<file path="src/design/sorted_table_binary_lookup_top_defines.svh">
// ---------------------------------------------------------------------------
// Sorted table binary lookup: assertion macros
// Shared helpers for the concurrent checks of the lookup block.
// ---------------------------------------------------------------------------
`ifndef SORTED_TABLE_BINARY_LOOKUP_TOP_DEFINES_SVH
`define SORTED_TABLE_BINARY_LOOKUP_TOP_DEFINES_SVH

// Same-cycle implication, disabled while reset is high.
`define STBL_ASSERT_NOW(label, clk, rst, ante, cons, msg) \
   label: assert property (@(posedge clk) disable iff (rst) (ante) |-> (cons)) \
      else $error(msg);

// Next-cycle implication, disabled while reset is high.
`define STBL_ASSERT_NEXT(label, clk, rst, ante, cons, msg) \
   label: assert property (@(posedge clk) disable iff (rst) (ante) |=> (cons)) \
      else $error(msg);

`endif

</file>
<file path="src/design/stbl_pkg.sv">
// ---------------------------------------------------------------------------
// stbl_pkg
// Types and constants shared by the sorted table lookup modules.
// ---------------------------------------------------------------------------
package stbl_pkg;

   localparam int CSR_ADDR_W = 3;
   localparam int CSR_DATA_W = 32;
   localparam int COUNT_W    = 9;
   localparam int NUM_W      = 16;
   localparam int POS_W      = 8;
   localparam int STATUS_W   = 2;

   // Register byte addresses.
   localparam logic [CSR_ADDR_W-1:0] REG_ENTRY_COUNT = 3'd0;
   localparam logic [CSR_ADDR_W-1:0] REG_USAGE_MASK  = 3'd4;

   localparam logic [COUNT_W-1:0] ENTRY_COUNT_RESET = 9'd256;
   localparam logic [NUM_W-1:0]   USAGE_MASK_RESET  = 16'd1;

   localparam logic CMD_WRITE  = 1'b0;
   localparam logic CMD_LOOKUP = 1'b1;

   localparam logic [STATUS_W-1:0] STATUS_OK    = 2'd0;
   localparam logic [STATUS_W-1:0] STATUS_MISS  = 2'd1;
   localparam logic [STATUS_W-1:0] STATUS_USAGE = 2'd2;

   typedef struct packed {
      logic             command;
      logic [POS_W-1:0] entry_index;
      logic [NUM_W-1:0] entry_number;
      logic [NUM_W-1:0] entry_usage;
      logic [NUM_W-1:0] search_key;
      logic             check_usage;
   } req_type;

   typedef struct packed {
      logic [POS_W-1:0]    found_index;
      logic [STATUS_W-1:0] status;
   } rsp_type;

   typedef enum logic [2:0] {
      ST_IDLE,
      ST_WDONE,
      ST_FIRST,
      ST_STEP,
      ST_CHECK
   } state_type;

   // Commands from the controller to the datapath.
   typedef struct packed {
      logic load_req;
      logic first_probe;
      logic step_probe;
      logic post_write;
      logic post_lookup;
   } dp_cmd_type;

endpackage

</file>
<file path="src/design/stbl_ctrl.sv">
// ---------------------------------------------------------------------------
// stbl_ctrl
// Sequencer for writes and binary-search lookups, and result valid.
// ---------------------------------------------------------------------------
module stbl_ctrl (
   input  logic                  clock,
   input  logic                  reset,
   input  logic                  req_valid,
   input  logic                  req_command,
   output logic                  req_ready,
   output logic                  rsp_valid,
   input  logic                  rsp_ready,
   input  logic                  last_probe,
   output stbl_pkg::dp_cmd_type  cmd
);

   stbl_pkg::state_type state_ff;
   stbl_pkg::state_type state_in;
   logic                rsp_valid_ff;
   logic                rsp_valid_in;
   logic                out_free;

   // The result register can take a new item when empty or being drained.
   assign out_free = !rsp_valid_ff || rsp_ready;

   always_comb begin
      state_in = state_ff;
      unique case (state_ff) inside
         stbl_pkg::ST_IDLE: begin
            if (req_valid) begin
               state_in = (req_command == stbl_pkg::CMD_WRITE) ?
                          stbl_pkg::ST_WDONE : stbl_pkg::ST_FIRST;
            end
         end
         stbl_pkg::ST_WDONE: begin
            if (out_free) begin
               state_in = stbl_pkg::ST_IDLE;
            end
         end
         stbl_pkg::ST_FIRST, stbl_pkg::ST_STEP: begin
            state_in = last_probe ? stbl_pkg::ST_CHECK : stbl_pkg::ST_STEP;
         end
         stbl_pkg::ST_CHECK: begin
            if (out_free) begin
               state_in = stbl_pkg::ST_IDLE;
            end
         end
         default: begin
            state_in = stbl_pkg::ST_IDLE;
         end
      endcase
   end

   always_comb begin
      cmd = '0;
      req_ready = 1'b0;
      unique case (state_ff)
         stbl_pkg::ST_IDLE: begin
            req_ready    = 1'b1;
            cmd.load_req = req_valid;
         end
         stbl_pkg::ST_WDONE: begin
            cmd.post_write = out_free;
         end
         stbl_pkg::ST_FIRST: begin
            cmd.first_probe = 1'b1;
         end
         stbl_pkg::ST_STEP: begin
            cmd.step_probe = 1'b1;
         end
         stbl_pkg::ST_CHECK: begin
            cmd.post_lookup = out_free;
         end
         default: begin
         end
      endcase
   end

   always_comb begin
      rsp_valid_in = rsp_valid_ff;
      if (cmd.post_write || cmd.post_lookup) begin
         rsp_valid_in = 1'b1;
      end else if (rsp_ready) begin
         rsp_valid_in = 1'b0;
      end
   end

   always_ff @(posedge clock) begin
      if (reset) begin
         state_ff     <= stbl_pkg::ST_IDLE;
         rsp_valid_ff <= 1'b0;
      end else begin
         state_ff     <= state_in;
         rsp_valid_ff <= rsp_valid_in;
      end
   end

   assign rsp_valid = rsp_valid_ff;

endmodule

</file>
<file path="config.mk">
export PLATFORM = sky130hd
export DESIGN_NAME = stbl_ctrl
export DESIGN_NICKNAME = d
export VERILOG_FILES = /design/src/design/sorted_table_binary_lookup_top_defines.svh /design/src/design/stbl_pkg.sv /design/src/design/stbl_ctrl.sv
export SDC_FILE = /design/constraint.sdc
export NUM_CORES = 1
export LEC_CHECK = 0
export ABC_AREA = 1
export BUFFER_PORTS_ARGS = -buffer_cell sky130_fd_sc_hd__buf_4
export CAP_MARGIN = 20
export CORE_AREA = 2 2 39 41
export CTS_CLUSTER_SIZE = 40
export DETAILED_ROUTE_END_ITERATION = 10
export DIE_AREA = 0 0 41 43
export HOLD_SLACK_MARGIN = 0.03
export SETUP_SLACK_MARGIN = 0.3
export SYNTH_ARGS = -nofsm -noshare
export SYNTH_HDL_FRONTEND = slang
export SYNTH_SLANG_ARGS = --single-unit
</file>
<file path="constraint.sdc">
create_clock -name clock -period 1 [get_ports clock]
set_clock_uncertainty 0.15 [all_clocks]
set_input_delay 0.1 -clock clock [delete_from_list [all_inputs] [get_ports clock]]
set_output_delay 0.1 -clock clock [all_outputs]
set_load 0.05 [all_outputs]
</file>
Word-level counts from Yosys, hierarchy flattened
Cells that the tools add are included.
{"block": "word_totals", "regBits": 4}
{"block": "op_classes", "eq_ne": 6, "n_mux": 13, "n_reduce_logical": 8}
{"operator": "3-bit 2-to-1 mux", "n": 3}
{"operator": "3-bit one-hot mux with 3 select lines", "n": 1}
{"operator": "1-bit 2-to-1 mux", "n": 8}
{"operator": "3-bit by 2-bit == test with 1-bit output, second input constant", "n": 2}
{"operator": "2-bit OR reduction", "n": 2}
{"operator": "3-bit by 1-bit == test with 1-bit output, second input constant", "n": 1}
{"operator": "3-bit == test, second input constant", "n": 1}
{"operator": "3-bit logical NOT", "n": 1}
{"operator": "1-bit logical OR", "n": 2}
{"operator": "2-bit 2-to-1 mux", "n": 1}
{"operator": "2-bit by 1-bit inequality test with 1-bit output, second input constant", "n": 1}
{"operator": "2-bit inequality test, second input constant", "n": 1}
{"operator": "2-bit AND reduction", "n": 1}
{"operator": "2-bit nonzero test", "n": 1}
{"operator": "1-bit logical NOT", "n": 1}

Logic depth before layout (Yosys ltp)
{"block": "logic_depth", "ltp_word": 5, "mapped_depth": 8, "mapped_depth_nobuf": 8}

Least setup slack after synthesis
No wires, ideal clock.
{"block": "synth_timing", "path_type": "flip-flop to output port", "startpoint": "reg rsp_valid_ff, in the netlist rsp_valid", "endpoint": "out cmd[0] in the netlist's numbering", "arrival_time_ns": 1.310, "path_slack_ns": -0.560, "path_stages_with_launch": 4, "path_cell_list": "dfxtp_1 > inv_1 > nor2_1 > nor2_1"}
{"element": "start: declaration", "line_no": "stbl_ctrl.sv:19", "text": "logic rsp_valid_ff;"}
{"element": "start signal: assignment", "line_no": "stbl_ctrl.sv:94", "text": "rsp_valid_ff <= rsp_valid_in;"}
{"element": "end: declaration", "line_no": "stbl_ctrl.sv:14", "text": "output stbl_pkg::dp_cmd_type cmd"}

==> impl_metrics.ini <==
[floorplan]
die_y_um = 43
start_util_pct = 19.7
die_area_um2 = 1760
coreArea_um2 = 1380
num_rows = 14
io_pins = 13
die_w_um = 41

[detailed_routing]
wl_per_cell_um = 10.0
post-route-drc-count = 0
wl_um = 911
via_per_inst = 4.22
via_count = 384
detail-route-antenna-nets = 0
firstDrtPassIters = 3
drtIter0Drc = 2

[logic_synthesis]
synth_edf_count = 0
ys_seq_elements = 4
syn_avg_cell_area_um2 = 5.80
ys_warn_count = 0
synth_cell_types = 12
synth_common_cells = nand2_1 (9), inv_1 (7), nor2_1 (7)
ys.flop_type = dfxtp_1
synth_nets = 53
ys_seq_area_share_pct = 29.4
synth_top_area_share_pct = 29.4
netlist_area_um2 = 273
ys_top_cells_by_area = dfxtp_1 (29%), nand2_1 (12%), inv_1 (9.6%), nor2_1 (9.6%), nand3_1 (9.2%)
synth_top_cell_by_area = dfxtp_1
syn_inst = 47
synthArstFlopShare_pct = 0
synthMostInstantiatedCell = nand2_1

[critical_path]
reg2reg_to = state_ff[0]
rr_worst_depth = 9
cp_max_fo = 4
crit_required_ns = 0.75
start_kind = flip-flop
crit_arrival_ns = 1.10
r2r_slack_ns = -0.32
critPathKind = flip-flop to output pin
timing.rr.start = state_ff[1]
worstSetupEndpointType = output pin

[power_and_ir_drop]
swShare_pct = 42.3
power.total_mw = 1.02
internal-power_uw = 591
pwr-share-comb_pct = 56.7
p_leak_nw = 0.331
pwr-share-seq_pct = 20.7
clkPwrFrac_pct = 22.5
p_switching_uw = 433
p_per_area_nw_per_um2 = 1470
peakVddDrop_uv = 692

[timing]
fin_crit_sh_pct = 135
rsz0062_at_grt = yes
finalHoldViolCount = 3
max_slew.worst_pin.slew_ns = 0.200
fmax_mhz = 738
fin_hold_ws_ns = -0.127
relSlewSlack_pct = 86.5
worst_slack_ns = -0.355
slew_violations = 0
finalSetupViolCount = 10
period_needed_ns = 1.35

[clock_tree]
cts_buffers = 3
cts.sinks = 4
clockRootBuffer = clkbuf_4
clk_pin_slew_worst_paths_ns = 0.04
htree_levels = 1
clk_latency_ns = 0.24
cts_tree = built
clock_path_buffers = 2

[run_status]
violations = hold timing, setup timing
outcome = finished, violations left

[finish]
seq_area_um2 = 95.1
fill_cells = 142
multi_input_area_um2 = 262
fin_area_um2 = 694
drive_gt1_share_pct = 78.7
diodes = 0
fin_nets = 82
syn2layout_area_growth_pct = 155

[global_routing]
antenna_found_initial = 0
grt_pass1_vias = 352
grt_usage_pct = 12.1
grt_max_degree = 7
grt_pass1_wl_um = 1410
gr-total-overflow = 0

[placement]
gp_congestion = 0.757
place_ws_ns = -0.178
place_area_um2 = 517
place_hpwl_um = 595
portBuffers = 12

[min_path]
holdCritStartpoint = reset
min_path_cells = 2
min_path_type = primary input to flip-flop
hold_end = state_ff[2]

[job]
drv_cap = 0
==> logic make-up (layout without fill, tap and decap cells) <==
kind of cell	Yosys count	after routing	synth area share, %
AOI/OAI and AO/OA	5	5	9.17
and+or+nand+nor	27	27	46.3
buffers and inverters	11	39	15.1
DFF	4	4	29.4
==> area by class of cell <==
cell class | instances | area share, %
Multi-Input combinational cell | 32 | 37.7
Clock buffer | 4 | 3.78
Tap cell | 16 | 2.88
Timing Repair Buffer | 24 | 34.6
Sequential cell | 4 | 13.7
Inverter | 11 | 7.39
==> routing by layer <==
layer,wire (um),vias to the layer above,track usage (%)
li1,-,199,-
met1,300,173,12.7
met2,564,10,20.3
met3,37,2,3.66
met4,8,0,6.00
met5,0,-,0
==> stage by stage <==
stage | utilization [%] | instances | TNS (ns)
2_1_floorplan | - | 47 | -0.918
3_3_place_gp | 37.3 | 81 | -1.08
3_5_place_dp | 37.3 | 81 | -1.15
4_1_cts | 47.6 | 89 | -2.40
5_1_grt | 50.2 | 91 | -3.32
6_report | 50.2 | 91 | -2.73
==> worst max-delay path by stage <==
| stage | start | to | slack, ns | cells past startpoint |
|---|---|---|---|---|
| detailed placement | state_ff[1] | state_ff[0] | -0.18 | 8 |
| global route | state_ff[1] | cmd[0] | -0.40 | 4 |
| CTS | state_ff[1] | cmd[4] | -0.35 | 4 |
| floorplan | rsp_valid | state_ff[0] | -0.21 | 5 |
| finish | state_ff[1] | cmd[4] | -0.35 | 4 |
| global placement | state_ff[0] | state_ff[0] | -0.16 | 6 |
==> power groups by stage <==
stage | combinational, mW | sequential [mW] | clock (mW)
finish | 0.581 | 0.212 | 0.231
global route | 0.615 | 0.217 | 0.256
CTS | 0.541 | 0.212 | 0.233
detailed placement | 0.438 | 0.209 | 0
global placement | 0.434 | 0.208 | 0
floorplan | 0.289 | 0.232 | 0
==> worst max-delay path, cell delays in order, from the launching register on <==
cell     delay, ns
dfxtp_4       0.36
nor2_4        0.16
nand2_4       0.10
nor2_4        0.09
buf_6         0.16
==> sequential cells by signal (all words and copies together), names as in the netlist <==
name,count
state_ff,3
rsp_valid,1
==> layout by cell type (no fill, tap or decap) <==
master and n:
a21oi_2 2, buf_4 12, buf_6 8, buf_8 4, clkbuf_1 1, clkbuf_4 3, dfxtp_4 4, inv_1 5
inv_2 4, inv_4 1, inv_8 1, nand2_1 6, nand2_2 3, nand2_4 2, nand3_1 2, nand3_2 3
nand3_4 1, nor2_1 1, nor2_2 1, nor2_4 8, o21ai_0 1, o21ai_2 2
==> what timing repair did <==
| action | CTS | global route |
|---|---|---|
| endpoints found under the hold margin | 4 | 4 |
| buffers inserted | 4 | 2 |
| endpoints found under the setup margin | 11 | 11 |
| gates resized for setup | 23 | 6 |
| pin swaps | 7 | 1 |
No activity file was read; power rests on OpenSTA's default activity.
