File: src/design/sorted_table_binary_lookup_top_defines.svh
// ---------------------------------------------------------------------------
// Sorted table binary lookup: assertion macros
// Shared helpers for the concurrent checks of the lookup block.
// ---------------------------------------------------------------------------
`ifndef SORTED_TABLE_BINARY_LOOKUP_TOP_DEFINES_SVH
`define SORTED_TABLE_BINARY_LOOKUP_TOP_DEFINES_SVH

// Same-cycle implication, disabled while reset is high.
`define STBL_ASSERT_NOW(label, clk, rst, ante, cons, msg) \
   label: assert property (@(posedge clk) disable iff (rst) (ante) |-> (cons)) \
      else $error(msg);

// Next-cycle implication, disabled while reset is high.
`define STBL_ASSERT_NEXT(label, clk, rst, ante, cons, msg) \
   label: assert property (@(posedge clk) disable iff (rst) (ante) |=> (cons)) \
      else $error(msg);

`endif

File: src/design/stbl_pkg.sv
// ---------------------------------------------------------------------------
// stbl_pkg
// Types and constants shared by the sorted table lookup modules.
// ---------------------------------------------------------------------------
package stbl_pkg;

   localparam int CSR_ADDR_W = 3;
   localparam int CSR_DATA_W = 32;
   localparam int COUNT_W    = 9;
   localparam int NUM_W      = 16;
   localparam int POS_W      = 8;
   localparam int STATUS_W   = 2;

   // Register byte addresses.
   localparam logic [CSR_ADDR_W-1:0] REG_ENTRY_COUNT = 3'd0;
   localparam logic [CSR_ADDR_W-1:0] REG_USAGE_MASK  = 3'd4;

   localparam logic [COUNT_W-1:0] ENTRY_COUNT_RESET = 9'd256;
   localparam logic [NUM_W-1:0]   USAGE_MASK_RESET  = 16'd1;

   localparam logic CMD_WRITE  = 1'b0;
   localparam logic CMD_LOOKUP = 1'b1;

   localparam logic [STATUS_W-1:0] STATUS_OK    = 2'd0;
   localparam logic [STATUS_W-1:0] STATUS_MISS  = 2'd1;
   localparam logic [STATUS_W-1:0] STATUS_USAGE = 2'd2;

   typedef struct packed {
      logic             command;
      logic [POS_W-1:0] entry_index;
      logic [NUM_W-1:0] entry_number;
      logic [NUM_W-1:0] entry_usage;
      logic [NUM_W-1:0] search_key;
      logic             check_usage;
   } req_type;

   typedef struct packed {
      logic [POS_W-1:0]    found_index;
      logic [STATUS_W-1:0] status;
   } rsp_type;

   typedef enum logic [2:0] {
      ST_IDLE,
      ST_WDONE,
      ST_FIRST,
      ST_STEP,
      ST_CHECK
   } state_type;

   // Commands from the controller to the datapath.
   typedef struct packed {
      logic load_req;
      logic first_probe;
      logic step_probe;
      logic post_write;
      logic post_lookup;
   } dp_cmd_type;

endpackage

File: src/design/stbl_csr.sv
// ---------------------------------------------------------------------------
// stbl_csr
// Configuration registers behind an APB-style port.
// ---------------------------------------------------------------------------
module stbl_csr (
   input  logic                             clock,
   input  logic                             reset,
   input  logic                             csr_psel,
   input  logic                             csr_penable,
   input  logic                             csr_pwrite,
   input  logic [stbl_pkg::CSR_ADDR_W-1:0]  csr_paddr,
   input  logic [stbl_pkg::CSR_DATA_W-1:0]  csr_pwdata,
   output logic [stbl_pkg::CSR_DATA_W-1:0]  csr_prdata,
   output logic                             csr_pready,
   output logic [stbl_pkg::COUNT_W-1:0]     entry_count,
   output logic [stbl_pkg::NUM_W-1:0]       usage_mask
);

   logic [stbl_pkg::COUNT_W-1:0] entry_count_ff;
   logic [stbl_pkg::NUM_W-1:0]   usage_mask_ff;
   logic                         wr_en;

   assign csr_pready = 1'b1;
   assign wr_en      = csr_psel && csr_penable && csr_pwrite;

   always_ff @(posedge clock) begin
      if (reset) begin
         entry_count_ff <= stbl_pkg::ENTRY_COUNT_RESET;
         usage_mask_ff  <= stbl_pkg::USAGE_MASK_RESET;
      end else if (wr_en) begin
         unique case (csr_paddr)
            stbl_pkg::REG_ENTRY_COUNT: begin
               entry_count_ff <= csr_pwdata[stbl_pkg::COUNT_W-1:0];
            end
            stbl_pkg::REG_USAGE_MASK: begin
               usage_mask_ff <= csr_pwdata[stbl_pkg::NUM_W-1:0];
            end
            default: begin
            end
         endcase
      end
   end

   always_comb begin
      unique case (csr_paddr)
         stbl_pkg::REG_ENTRY_COUNT: begin
            csr_prdata = stbl_pkg::CSR_DATA_W'(entry_count_ff);
         end
         stbl_pkg::REG_USAGE_MASK: begin
            csr_prdata = stbl_pkg::CSR_DATA_W'(usage_mask_ff);
         end
         default: begin
            csr_prdata = '0;
         end
      endcase
   end

   assign entry_count = entry_count_ff;
   assign usage_mask  = usage_mask_ff;

endmodule

File: config.mk
export PLATFORM = sky130hd
export DESIGN_NAME = stbl_csr
export DESIGN_NICKNAME = d
export VERILOG_FILES = /design/src/design/sorted_table_binary_lookup_top_defines.svh /design/src/design/stbl_pkg.sv /design/src/design/stbl_csr.sv
export SDC_FILE = /design/constraint.sdc
export NUM_CORES = 1
export LEC_CHECK = 0
export BUFFER_PORTS_ARGS = -buffer_cell sky130_fd_sc_hd__buf_2
export CORE_MARGIN = 4
export CORE_UTILIZATION = 35
export CTS_CLUSTER_DIAMETER = 40
export CTS_CLUSTER_SIZE = 24
export DETAILED_ROUTE_END_ITERATION = 10
export MAX_ROUTING_LAYER = met4
export PLACE_DENSITY = 0.69
export SLEW_MARGIN = 25
export SYNTH_ARGS = -nofsm -noshare
export SYNTH_HDL_FRONTEND = slang
export SYNTH_SLANG_ARGS = --single-unit
File: constraint.sdc
create_clock -name clock -period 3.4 [get_ports clock]
set_input_delay 0.34 -clock clock [delete_from_list [all_inputs] [get_ports clock]]
set_output_delay 0.34 -clock clock [all_outputs]
set_load 0.02 [all_outputs]
After elaboration in Yosys (flattened, before gate mapping):

Index checks and enable logic that the tools add are counted.

* output and inout bits: 58
* word-level logic and storage cells: 9
* register bits: 25
* bits of input ports: 40

* multiplexer cells: 1
* equality and inequality tests: 1
* reductions and logical operators: 5

Operator list (count)
* 16-bit one-hot mux with 2 select lines: 1
* 2-bit AND reduction: 2
* 3-bit == test, second input constant: 1
* 3-bit zero test: 1
* 1-bit logical AND: 2

Logic depth before layout (Yosys ltp):

Gate-level depths: netlist of run 1.

* word-level depth: 3
* gate-level depth with buffers: 5
* mapped depth without buffers: 3

Worst setup path after synthesis of run 1:

Ideal clock, no wire load.

* kind: input port to output port
* start point: input port csr_paddr[1] (netlist bit)
* end point: output port csr_prdata[0] (netlist bit)
* stages on the path: 4
* buffers on the path: 2
* arrival time: 1.201 ns
* data required time: 3.060 ns
* slack: 1.859 ns
* path through: or2_1 -> buf_6 -> clkbuf_1 -> nor2_1

* longest elaborated chain between the ends: 2
* elaborated cells between the ends (all ways): 3
* those cells by class: eq/ne (1); mux (1); reduce/logical (1)

Ends and longest elaborated chain
* start, declared: line stbl_csr.sv:11 `input logic [stbl_pkg::CSR_ADDR_W-1:0] csr_paddr,`
* 3-bit == test or 3-bit zero test (tied branches): line stbl_csr.sv:45 `unique case (csr_paddr)`
* 16-bit one-hot mux with 2 select lines (*): line stbl_csr.sv:45
* end, declared: line stbl_csr.sv:13 `output logic [stbl_pkg::CSR_DATA_W-1:0] csr_prdata,`

Mark *: on every way between the ends. The rest lies on a longest branch, timed or not.

Worst setup path in the final report of run 1:

* start point: input port csr_paddr[1] (netlist bit)
* end point: register usage_mask_ff, in the netlist usage_mask[13]

* longest elaborated chain between the ends: 2

Ends and longest elaborated chain
* 3-bit == test: line stbl_csr.sv:31 `unique case (csr_paddr)`
* 2-bit AND reduction (no source line)
* end signal, assigned: line stbl_csr.sv:29 `usage_mask_ff <= stbl_pkg::USAGE_MASK_RESET;`
* end signal, assigned: line stbl_csr.sv:36 `usage_mask_ff <= csr_pwdata[stbl_pkg::NUM_W-1:0];`
* end, declared: line stbl_csr.sv:20 `logic [stbl_pkg::NUM_W-1:0] usage_mask_ff;`

No other way between the ends.
A chain may end at the register's enable or synchronous reset.

==> results.sh, run 1 <==
export IMPL_post_cts_resized=0
export IMPL_crit_chain="buf_2, or2_1, nor2_4, mux2i_1"
export IMPL_postSynthAreaPerCell_um2=8.98
export IMPL_fin_crit_sh_pct=49.1
export IMPL_total_power_mw=0.547
export IMPL_leakage_nw=0.853
export IMPL_wl_per_cell_um=12.3
export IMPL_power_frac_seq_pct=54.1
export IMPL_period_needed_ns=1.67
export IMPL_die_area_um2=5230
export IMPL_root_buffer="clkbuf_8"
export IMPL_slew_viol_final=0
export IMPL_post_cts_setup_buffer_count=0
export IMPL_antenna_found_initial=0
export IMPL_initial_core_util_pct=36.2
export IMPL_grt_use_total_pct=12.9
export IMPL_synthMuxAreaShare_pct=18.0
export IMPL_cts_max_level=1
export IMPL_synth_top_family_by_area="simple AND/OR/NAND/NOR gates"
export IMPL_clkTransAtPathRegs_ns=0.08
export IMPL_critPathRequiredTime_ns=3.59
export IMPL_final_nets=258
export IMPL_worst_setup_path_type="in -> reg"
export IMPL_end_kind="flip-flop"
export IMPL_drive_gt1_share_pct=31.8
export IMPL_ios=98
export IMPL_post_route_util_pct=43.2
export IMPL_clock_sinks=25
export IMPL_die_height_um=72.3
export IMPL_finalSetupTns_ns=0
export IMPL_combPwrFrac_pct=13.9
export IMPL_rsz0062_at_grt="no"
export IMPL_synth_area_top_cells="dfxtp_1 (35%), mux2i_1 (18%), nand2b_1 (13%)"
export IMPL_cts_buffers=3
export IMPL_postRouteAntennaNets=0
export IMPL_place_area_um2=1680
export IMPL_yosysTopAreaCell="dfxtp_1"
export IMPL_crit_arrival_ns=1.86
export IMPL_max_slew_margin_pct=49.5
export IMPL_vias_per_cell=4.46
export IMPL_p_int_mw=0.404
export IMPL_grt_max_degree=44
export IMPL_cts_tree="yes"
export IMPL_drtIter0Drc=22
export IMPL_pwr_share_clk_pct=32.0
export IMPL_startpoint_type="input pin"
export IMPL_grt_pass1_wl_um=5150
export IMPL_portBuffers=64
export IMPL_core_um2=4000
export IMPL_overflow=0
export IMPL_holdBufCountCts=0
export IMPL_synth_simple_area_share_pct=27.2
export IMPL_tightestPinTransition_ns=0.757
export IMPL_num_rows=23
export IMPL_dp_hpwl_um=2330
export IMPL_irDropWorstVdd_uv=142
export IMPL_crit_path_max_fanout=19
export IMPL_drtPass1Iterations=4
export IMPL_critPathSlowestCell="nor2_4"
export IMPL_synth_compound_area_share_pct=5.54
export IMPL_routed_wl_um=3290
export IMPL_fillCellCount=419
export IMPL_stdcell_area_um2=1730
export IMPL_status="complete, no violations"
export IMPL_synth_fa_ha_area_share_pct=0
export IMPL_switching_share_pct=26.1
export IMPL_maxCapViolCount=0
export IMPL_hold_path_class="in -> reg"
export IMPL_p_switching_mw=0.143
export IMPL_antennaDiodeCount=0
export IMPL_finClkSkew_ns=0
export IMPL_hold_viol=0
export IMPL_synth_top_area_share_pct=34.6
export IMPL_clockBufferDepth=2
export IMPL_ys_seq_area_share_pct=34.6
export IMPL_grt_pass1_vias=1083
export IMPL_max_freq_mhz=599
export IMPL_gp_congestion=0.715
export IMPL_netlist_instances=161
export IMPL_final_cell_mix="buf_2 (64), nand2b_1 (31), mux2i_1 (26)"
export IMPL_final_common_cell="buf_2"
export IMPL_yosys_warnings=0
export IMPL_ys_types=17
export IMPL_via_count=1191
export IMPL_synthXorXnorAreaFrac_pct=0
export IMPL_syn_area_um2=1450
export IMPL_slowest_delay_ns=0.64
export IMPL_power_density_nw_per_um2=317
export IMPL_final_setup_viol_count=0
export IMPL_die_w_um=72.3
export IMPL_clock_latency_ns=0.26
export IMPL_syn_to_final_growth_pct=19.4
export IMPL_drc=0
export IMPL_synth_seq_cells=25
-- worst paths after layout --
| path | slack, ns | cells after the start | startpoint | endpoint |
|---|---|---|---|---|
| worst max-delay path | 1.73 | 4 | csr_paddr[1] | usage_mask[13]$_SDFFE_PP0P_ |
| worst min-delay path | 0.32 | 3 | csr_pwdata[9] | usage_mask[9]$_SDFFE_PP0P_ |
| worst max register to register | 2.65 | 3 | entry_count[7]$_SDFFE_PP0P_ | entry_count[7]$_SDFFE_PP0P_ |
| worst min register to register | 0.49 | 2 | usage_mask[15]$_SDFFE_PP0P_ | usage_mask[15]$_SDFFE_PP0P_ |
-- worst max-delay path: cells and delay by family --
family        cells  cell delay [ns]
simple gates      2             1.14
mux               1             0.26
buf+inv           1             0.10
-- through the flow --
stage / cells / hold slack, ns / worst slack, ns
final: 267 / 0.324 / 1.73
after global routing: 267 / 0.329 / 1.59
after CTS: 267 / 0.320 / 1.68
after detailed placement: 263 / 0.478 / 1.39
after global placement: 263 / 0.472 / 1.46
after floorplan: 176 / 0.486 / 1.86
-- logic make-up (layout without fill, tap and decap cells) --
logic type | after synthesis | count (layout)
buffers and inverters | 27 | 68
AO/OA/AOI/OAI | 16 | 16
multiplexers | 26 | 26
AND/OR/NAND/NOR | 65 | 65
flip-flops | 25 | 25
other | 2 | 17
-- cell type report --
| type | instances | area [µm²] | area share [%] |
|---|---|---|---|
| well taps | 50 | 62.6 | 3.62 |
| flip-flops and latches | 25 | 500 | 29.0 |
| repair buffers | 64 | 320 | 18.6 |
| clock buffers | 4 | 45.0 | 2.61 |
| multi-input cells | 124 | 798 | 46.2 |
-- flip-flops by register name (all words and copies together) (netlist names) --
register and cells:
usage_mask 16, entry_count 9
-- power groups by stage --
stage | clock (mW) | combinational [mW] | sequential, mW
floorplan | 0 | 0.0668 | 0.306
global placement | 0 | 0.0756 | 0.303
detailed placement | 0 | 0.0766 | 0.303
CTS | 0.184 | 0.0769 | 0.296
global route | 0.194 | 0.0838 | 0.297
finish | 0.175 | 0.0761 | 0.296
-- metal layers --
layer	global-route usage (%)	routed length (µm)	vias to the layer above	part of all wire, %
li1	-	-	607	-
met1	16.3	1480	540	45
met2	20.7	1550	42	47
met3	2.63	249	2	7.6
met4	3.76	10	0	0.30
met5	-	0	-	0
-- cells in the mapped netlist (all sizes together) --
library cell and count:
clkbuf 6, dfxtp 25, conb 2, mux2i 26, and3 7, nand4 1
buf 21, nand4b 1, or2 2, nor2 15, nor2b 8, o21ai 16
nand2b 31
(Power assumes the default switching activity.)
==> inputs of run 2 (changes only) <==
ABC_AREA = 1   (was unset)
clock period = 1.7 ns   (was 3.4 ns; I/O delays follow)
==> run 2 against run 1 <==
  * Cell count up 23%
  * Non-clock buffer count did not move
  * Highest routed layer unchanged
  * Worst hold slack lost 0.19 ns
  * Synthesized area increased by 0.43%
  * Synthesized cell count rose by 37%
  * Via count grew 17%
==> results.sh, run 2 <==
export IMPL_final_cell_mix="buf_2 (64), nor2_1 (53), nand2_1 (53)"
export IMPL_via_count=1390
export IMPL_hold_path_class="in -> reg"
export IMPL_netlist_instances=221
export IMPL_drtIter0Drc=83
export IMPL_setup_ws_ns=0.395
export IMPL_synth_top_family_by_area="simple AND/OR/NAND/NOR gates"
export IMPL_antenna_found_initial=0
export IMPL_max_freq_mhz=767
export IMPL_reg2regPathDepth=2
export IMPL_crit_arrival_ns=1.13
export IMPL_reg2reg_from="entry_count[8]$_SDFFE_PP1P_"
export IMPL_core_um2=4000
export IMPL_antennaDiodeCount=0
export IMPL_synth_area_top_cells="dfxtp_1 (34%), nand2_1 (14%), nor2_1 (14%)"
export IMPL_final_common_cell="buf_2"
export IMPL_hold_depth=3
export IMPL_r2r_end="entry_count[8]$_SDFFE_PP1P_"
export IMPL_dp_hpwl_um=2540
export IMPL_rrSetupSlack_ns=1.09
export IMPL_drive_gt1_share_pct=29.0
export IMPL_yosys_warnings=0
export IMPL_cts_max_level=1
export IMPL_portBuffers=64
export IMPL_synth_ff_type="dfxtp_1"
export IMPL_gp_congestion=0.739
export IMPL_synthXorXnorAreaFrac_pct=0
export IMPL_holdBufCountCts=0
export IMPL_die_area_um2=5250
export IMPL_clkTransAtPathRegs_ns=0.09
export IMPL_synthTopCellsByCount="nand2_1 (53), nor2_1 (53), dfxtp_1 (25), inv_1 (25), nand3_1 (23)"
export IMPL_ys_seq_area_share_pct=34.5
export IMPL_combPwrFrac_pct=15.7
export IMPL_synth_seq_cells=25
export IMPL_fin_crit_sh_pct=76.7
export IMPL_switching_share_pct=29.0
export IMPL_cts_buffers=3
export IMPL_hold_viol=0
export IMPL_startpoint_type="input pin"
export IMPL_grt_max_degree=26
export IMPL_overflow=0
export IMPL_min_to="usage_mask[0]$_SDFFE_PP1P_"
export IMPL_clock_latency_ns=0.27
export IMPL_vias_per_cell=4.22
export IMPL_slew_viol_final=0
export IMPL_synth_top_area_share_pct=34.5
export IMPL_leakage_nw=0.996
export IMPL_post_cts_setup_buffer_count=0
export IMPL_synth_edf_count=0
export IMPL_synth_simple_area_share_pct=43.8
export IMPL_cts_tree="yes"
export IMPL_wl_per_cell_um=10.6
export IMPL_final_setup_viol_count=0
export IMPL_total_power_mw=1.14
export IMPL_power_frac_seq_pct=52.7
export IMPL_synthMuxAreaShare_pct=0
export IMPL_maxCapViolCount=0
export IMPL_postRouteAntennaNets=0
export IMPL_p_int_mw=0.806
export IMPL_period_needed_ns=1.30
export IMPL_pwr_share_clk_pct=31.6
export IMPL_ys_types=19
export IMPL_crit_path_max_fanout=17
export IMPL_initial_core_util_pct=36.3
export IMPL_largest_reg_flops=16
export IMPL_end_kind="output pin"
export IMPL_worst_setup_path_type="in -> out"
export IMPL_grt_pass1_vias=1229
export IMPL_drc=0
export IMPL_ys_async_sr_fraction_pct=0
export IMPL_synth_fa_ha_area_share_pct=0
export IMPL_grt_pass1_wl_um=5420
export IMPL_root_buffer="clkbuf_8"
export IMPL_grt_use_total_pct=13.4
export IMPL_postSynthAreaPerCell_um2=6.57
export IMPL_yosysTopAreaCell="dfxtp_1"
export IMPL_routed_wl_um=3490
export IMPL_syn_to_final_growth_pct=20.2
export IMPL_synth_compound_area_share_pct=0.689
export IMPL_finalSetupTns_ns=0
export IMPL_die_height_um=72.4
export IMPL_power_density_nw_per_um2=650
export IMPL_p_switching_mw=0.329
export IMPL_clock_sinks=25
export IMPL_place_ws_ns=0.370
export IMPL_final_nets=320
export IMPL_min_from="csr_pwdata[0]"
export IMPL_die_w_um=72.4
export IMPL_status="complete, no violations"
export IMPL_critPathRequiredTime_ns=1.53
export IMPL_ios=98
export IMPL_post_cts_resized=0
export IMPL_finClkSkew_ns=0
export IMPL_num_rows=23
export IMPL_irDropWorstVdd_uv=460
export IMPL_drtPass1Iterations=4
export IMPL_syn_area_um2=1450
export IMPL_clockBufferDepth=2
export IMPL_rsz0062_at_grt="no"
==> run 2: per-layer routing <==
layer | vias up | GRT usage (%) | wire [µm]
met1 | 598 | 15.4 | 1520
met3 | 2 | 3.88 | 251
met2 | 48 | 23.6 | 1700
met5 | - | - | 0
li1 | 742 | - | -
met4 | 0 | 1.84 | 13
==> run 2: layout make-up <==
type                    count  area (µm²)
flip-flops and latches     25         500
clock buffers               3        41.3
clock inverters             1        5.00
fillers                   437        2250
repair buffers             64         320
well taps                  50        62.6
multi-input cells         158         711
inverters                  28         105
==> run 2: power groups by stage <==
stage          Combinational (mW)  Sequential, mW  Clock [mW]
5_1_grt                     0.197           0.599       0.403
6_report                    0.178           0.598       0.359
4_1_cts                     0.180           0.598       0.369
3_3_place_gp                0.177           0.611           0
2_1_floorplan               0.149           0.621           0
3_5_place_dp                0.180           0.612           0
==> run 2: worst max-delay path: stages <==
cell,delay [ns]
buf_2,0.11
inv_1,0.06
nand2_2,0.11
nor2_4,0.35
nand2_1,0.09
nand2_1,0.08
buf_2,0.16
==> run 2: per-stage QoR <==
stage               std cells  util [%]  hold slack, ns  area (µm²)
global placement          325      42.5           0.399        1700
global route              329      43.6           0.126        1750
floorplan                 236         -           0.296        1510
finish                    329      43.6           0.130        1750
detailed placement        325      42.5           0.408        1700
CTS                       329      43.6           0.122        1750
==> run 2: how the worst max path moves through the flow <==
| stage | from | endpoint | slack [ns] |
|---|---|---|---|
| 2_1_floorplan | csr_paddr[0] | csr_prdata[0] | 0.67 |
| 3_3_place_gp | csr_paddr[0] | csr_prdata[8] | 0.38 |
| 3_5_place_dp | csr_paddr[0] | csr_prdata[5] | 0.37 |
| 4_1_cts | csr_paddr[0] | csr_prdata[5] | 0.37 |
| 5_1_grt | csr_paddr[0] | csr_prdata[3] | 0.27 |
| 6_report | csr_paddr[0] | csr_prdata[3] | 0.40 |
==> run 2: logic make-up (layout without fill, tap and decap cells) <==
kind of cell,count (synthesis),count (layout)
AOI/OAI and AO/OA,2,2
buffers and inverters,53,96
DFF,25,25
other,2,17
and+or+nand+nor,139,139
==> inputs of run 3 (changes only) <==
clock period = 1.3 ns   (was 1.7 ns; I/O delays follow)
==> run 3 against run 2 <==
  * Total power up 31%
  * Design area up 2.0%
  * Cell count up 0.91%
  * Via count down 0.86%
  * Wire length down 0.60%
  * Setup slack worse by 0.27 ns
  * Sequential share of layout area down 0.56 points
  * Largest cell class unchanged
==> results.sh, run 3 (same netlist as run 2, synthesis figures left out) <==
export IMPL_hold_viol=0
export IMPL_crit_start="csr_paddr[0]"
export IMPL_rsz0062_at_grt="no"
export IMPL_postRouteAntennaNets=0
export IMPL_overflow=0
export IMPL_maxCapViolCount=0
export IMPL_final_cell_mix="buf_2 (64), nor2_1 (53), nand2_1 (53)"
export IMPL_slew_viol_final=0
export IMPL_grt_use_total_pct=13.5
export IMPL_final_common_cell="buf_2"
export IMPL_routed_wl_um=3460
export IMPL_holdBufCountCts=0
export IMPL_stdcell_area_um2=1780
export IMPL_root_buffer="clkbuf_8"
export IMPL_end_kind="output pin"
export IMPL_die_w_um=72.4
export IMPL_grt_max_degree=26
export IMPL_clock_latency_ns=0.27
export IMPL_initial_core_util_pct=36.3
export IMPL_switching_share_pct=28.5
export IMPL_post_route_util_pct=44.5
export IMPL_antennaDiodeCount=0
export IMPL_reg2reg_from="entry_count[8]$_SDFFE_PP1P_"
export IMPL_die_height_um=72.4
export IMPL_largest_reg_flops=16
export IMPL_clkTransAtPathRegs_ns=0.09
export IMPL_dp_hpwl_um=2570
export IMPL_num_rows=23
export IMPL_pwr_share_clk_pct=31.2
export IMPL_place_ws_ns=0.119
export IMPL_grt_pass1_vias=1243
export IMPL_via_count=1378
export IMPL_die_area_um2=5250
export IMPL_core_um2=4000
export IMPL_finalSetupTns_ns=0
export IMPL_portBuffers=64
export IMPL_drtIter0Drc=64
export IMPL_combPwrFrac_pct=16.2
export IMPL_worst_setup_path_type="in -> out"
export IMPL_finClkSkew_ns=0
export IMPL_period_needed_ns=1.18
export IMPL_critPathSlowestCell="nor2_8"
export IMPL_power_frac_seq_pct=52.6
export IMPL_syn_to_final_growth_pct=22.6
export IMPL_antenna_found_initial=0
export IMPL_rrSetupSlack_ns=0.69
export IMPL_setup_ws_ns=0.123
export IMPL_final_nets=323
export IMPL_crit_chain="buf_2, inv_1, nand2_2, nor2_8, nand2_1, nand2_1, buf_2"
export IMPL_post_cts_resized=0
export IMPL_hold_path_class="in -> reg"
export IMPL_max_freq_mhz=850
export IMPL_cts_max_level=1
export IMPL_critPathRequiredTime_ns=1.17
export IMPL_crit_path_max_fanout=24
export IMPL_ios=98
export IMPL_leakage_nw=1.01
export IMPL_place_area_um2=1730
export IMPL_status="complete, no violations"
export IMPL_vias_per_cell=4.15
export IMPL_p_int_mw=1.06
export IMPL_wl_per_cell_um=10.4
export IMPL_irDropWorstVdd_uv=556
export IMPL_cts_buffers=3
export IMPL_clock_sinks=25
export IMPL_final_setup_viol_count=0
export IMPL_p_switching_mw=0.423
export IMPL_drc=0
export IMPL_cts_tree="yes"
export IMPL_post_cts_setup_buffer_count=0
export IMPL_startpoint_type="input pin"
export IMPL_clockBufferDepth=2
export IMPL_fin_crit_sh_pct=90.5
export IMPL_gp_congestion=0.737
export IMPL_total_power_mw=1.49
export IMPL_grt_pass1_wl_um=5490
export IMPL_drtPass1Iterations=4
export IMPL_crit_arrival_ns=1.05
export IMPL_min_from="csr_pwdata[0]"
export IMPL_slowest_delay_ns=0.32
export IMPL_power_density_nw_per_um2=834
export IMPL_drive_gt1_share_pct=29.8
run 3: power groups by stage:
stage | Combinational, mW | Clock, mW | Sequential (mW)
after floorplan | 0.195 | 0 | 0.812
after global placement | 0.240 | 0 | 0.800
after detailed placement | 0.242 | 0 | 0.800
after CTS | 0.243 | 0.488 | 0.782
after global routing | 0.266 | 0.526 | 0.784
final | 0.240 | 0.463 | 0.782
run 3: worst max-delay path: cells and delay by family:
family	cells	cell delay (ns)
buf+inv	3	0.33
simple gates	4	0.60
run 3: worst paths after layout:
path                                 endpoint  cells past startpoint
setup / recovery                csr_prdata[8]                      7
hold / removal     usage_mask[0]$_SDFFE_PP1P_                      3
setup reg to reg  entry_count[8]$_SDFFE_PP1P_                      2
hold reg to reg    usage_mask[0]$_SDFFE_PP1P_                      2
run 3: stage by stage:
step,hold WS [ns],std cells
2_1_floorplan,0.256,236
3_3_place_gp,0.360,328
3_5_place_dp,0.363,328
4_1_cts,0.0748,332
5_1_grt,0.0815,332
6_report,0.0829,332
run 3: layout make-up:
| type | count | area (µm²) |
|---|---|---|
| clock buffers | 3 | 41.3 |
| clock inverters | 1 | 5.00 |
| fillers | 448 | 2220 |
| inverters | 28 | 105 |
| multi-input cells | 158 | 711 |
| flip-flops and latches | 25 | 500 |
| well taps | 50 | 62.6 |
| repair buffers | 67 | 355 |
run 3: per-layer routing:
| metal | global-route usage [%] | share of wire [%] | vias up | routed length (µm) |
|---|---|---|---|---|
| met5 | - | 0 | - | 0 |
| met1 | 15.6 | 45 | 578 | 1550 |
| li1 | - | - | 747 | - |
| met3 | 3.60 | 7.8 | 4 | 269 |
| met2 | 23.5 | 46 | 49 | 1600 |
| met4 | 2.87 | 1.2 | 0 | 40 |
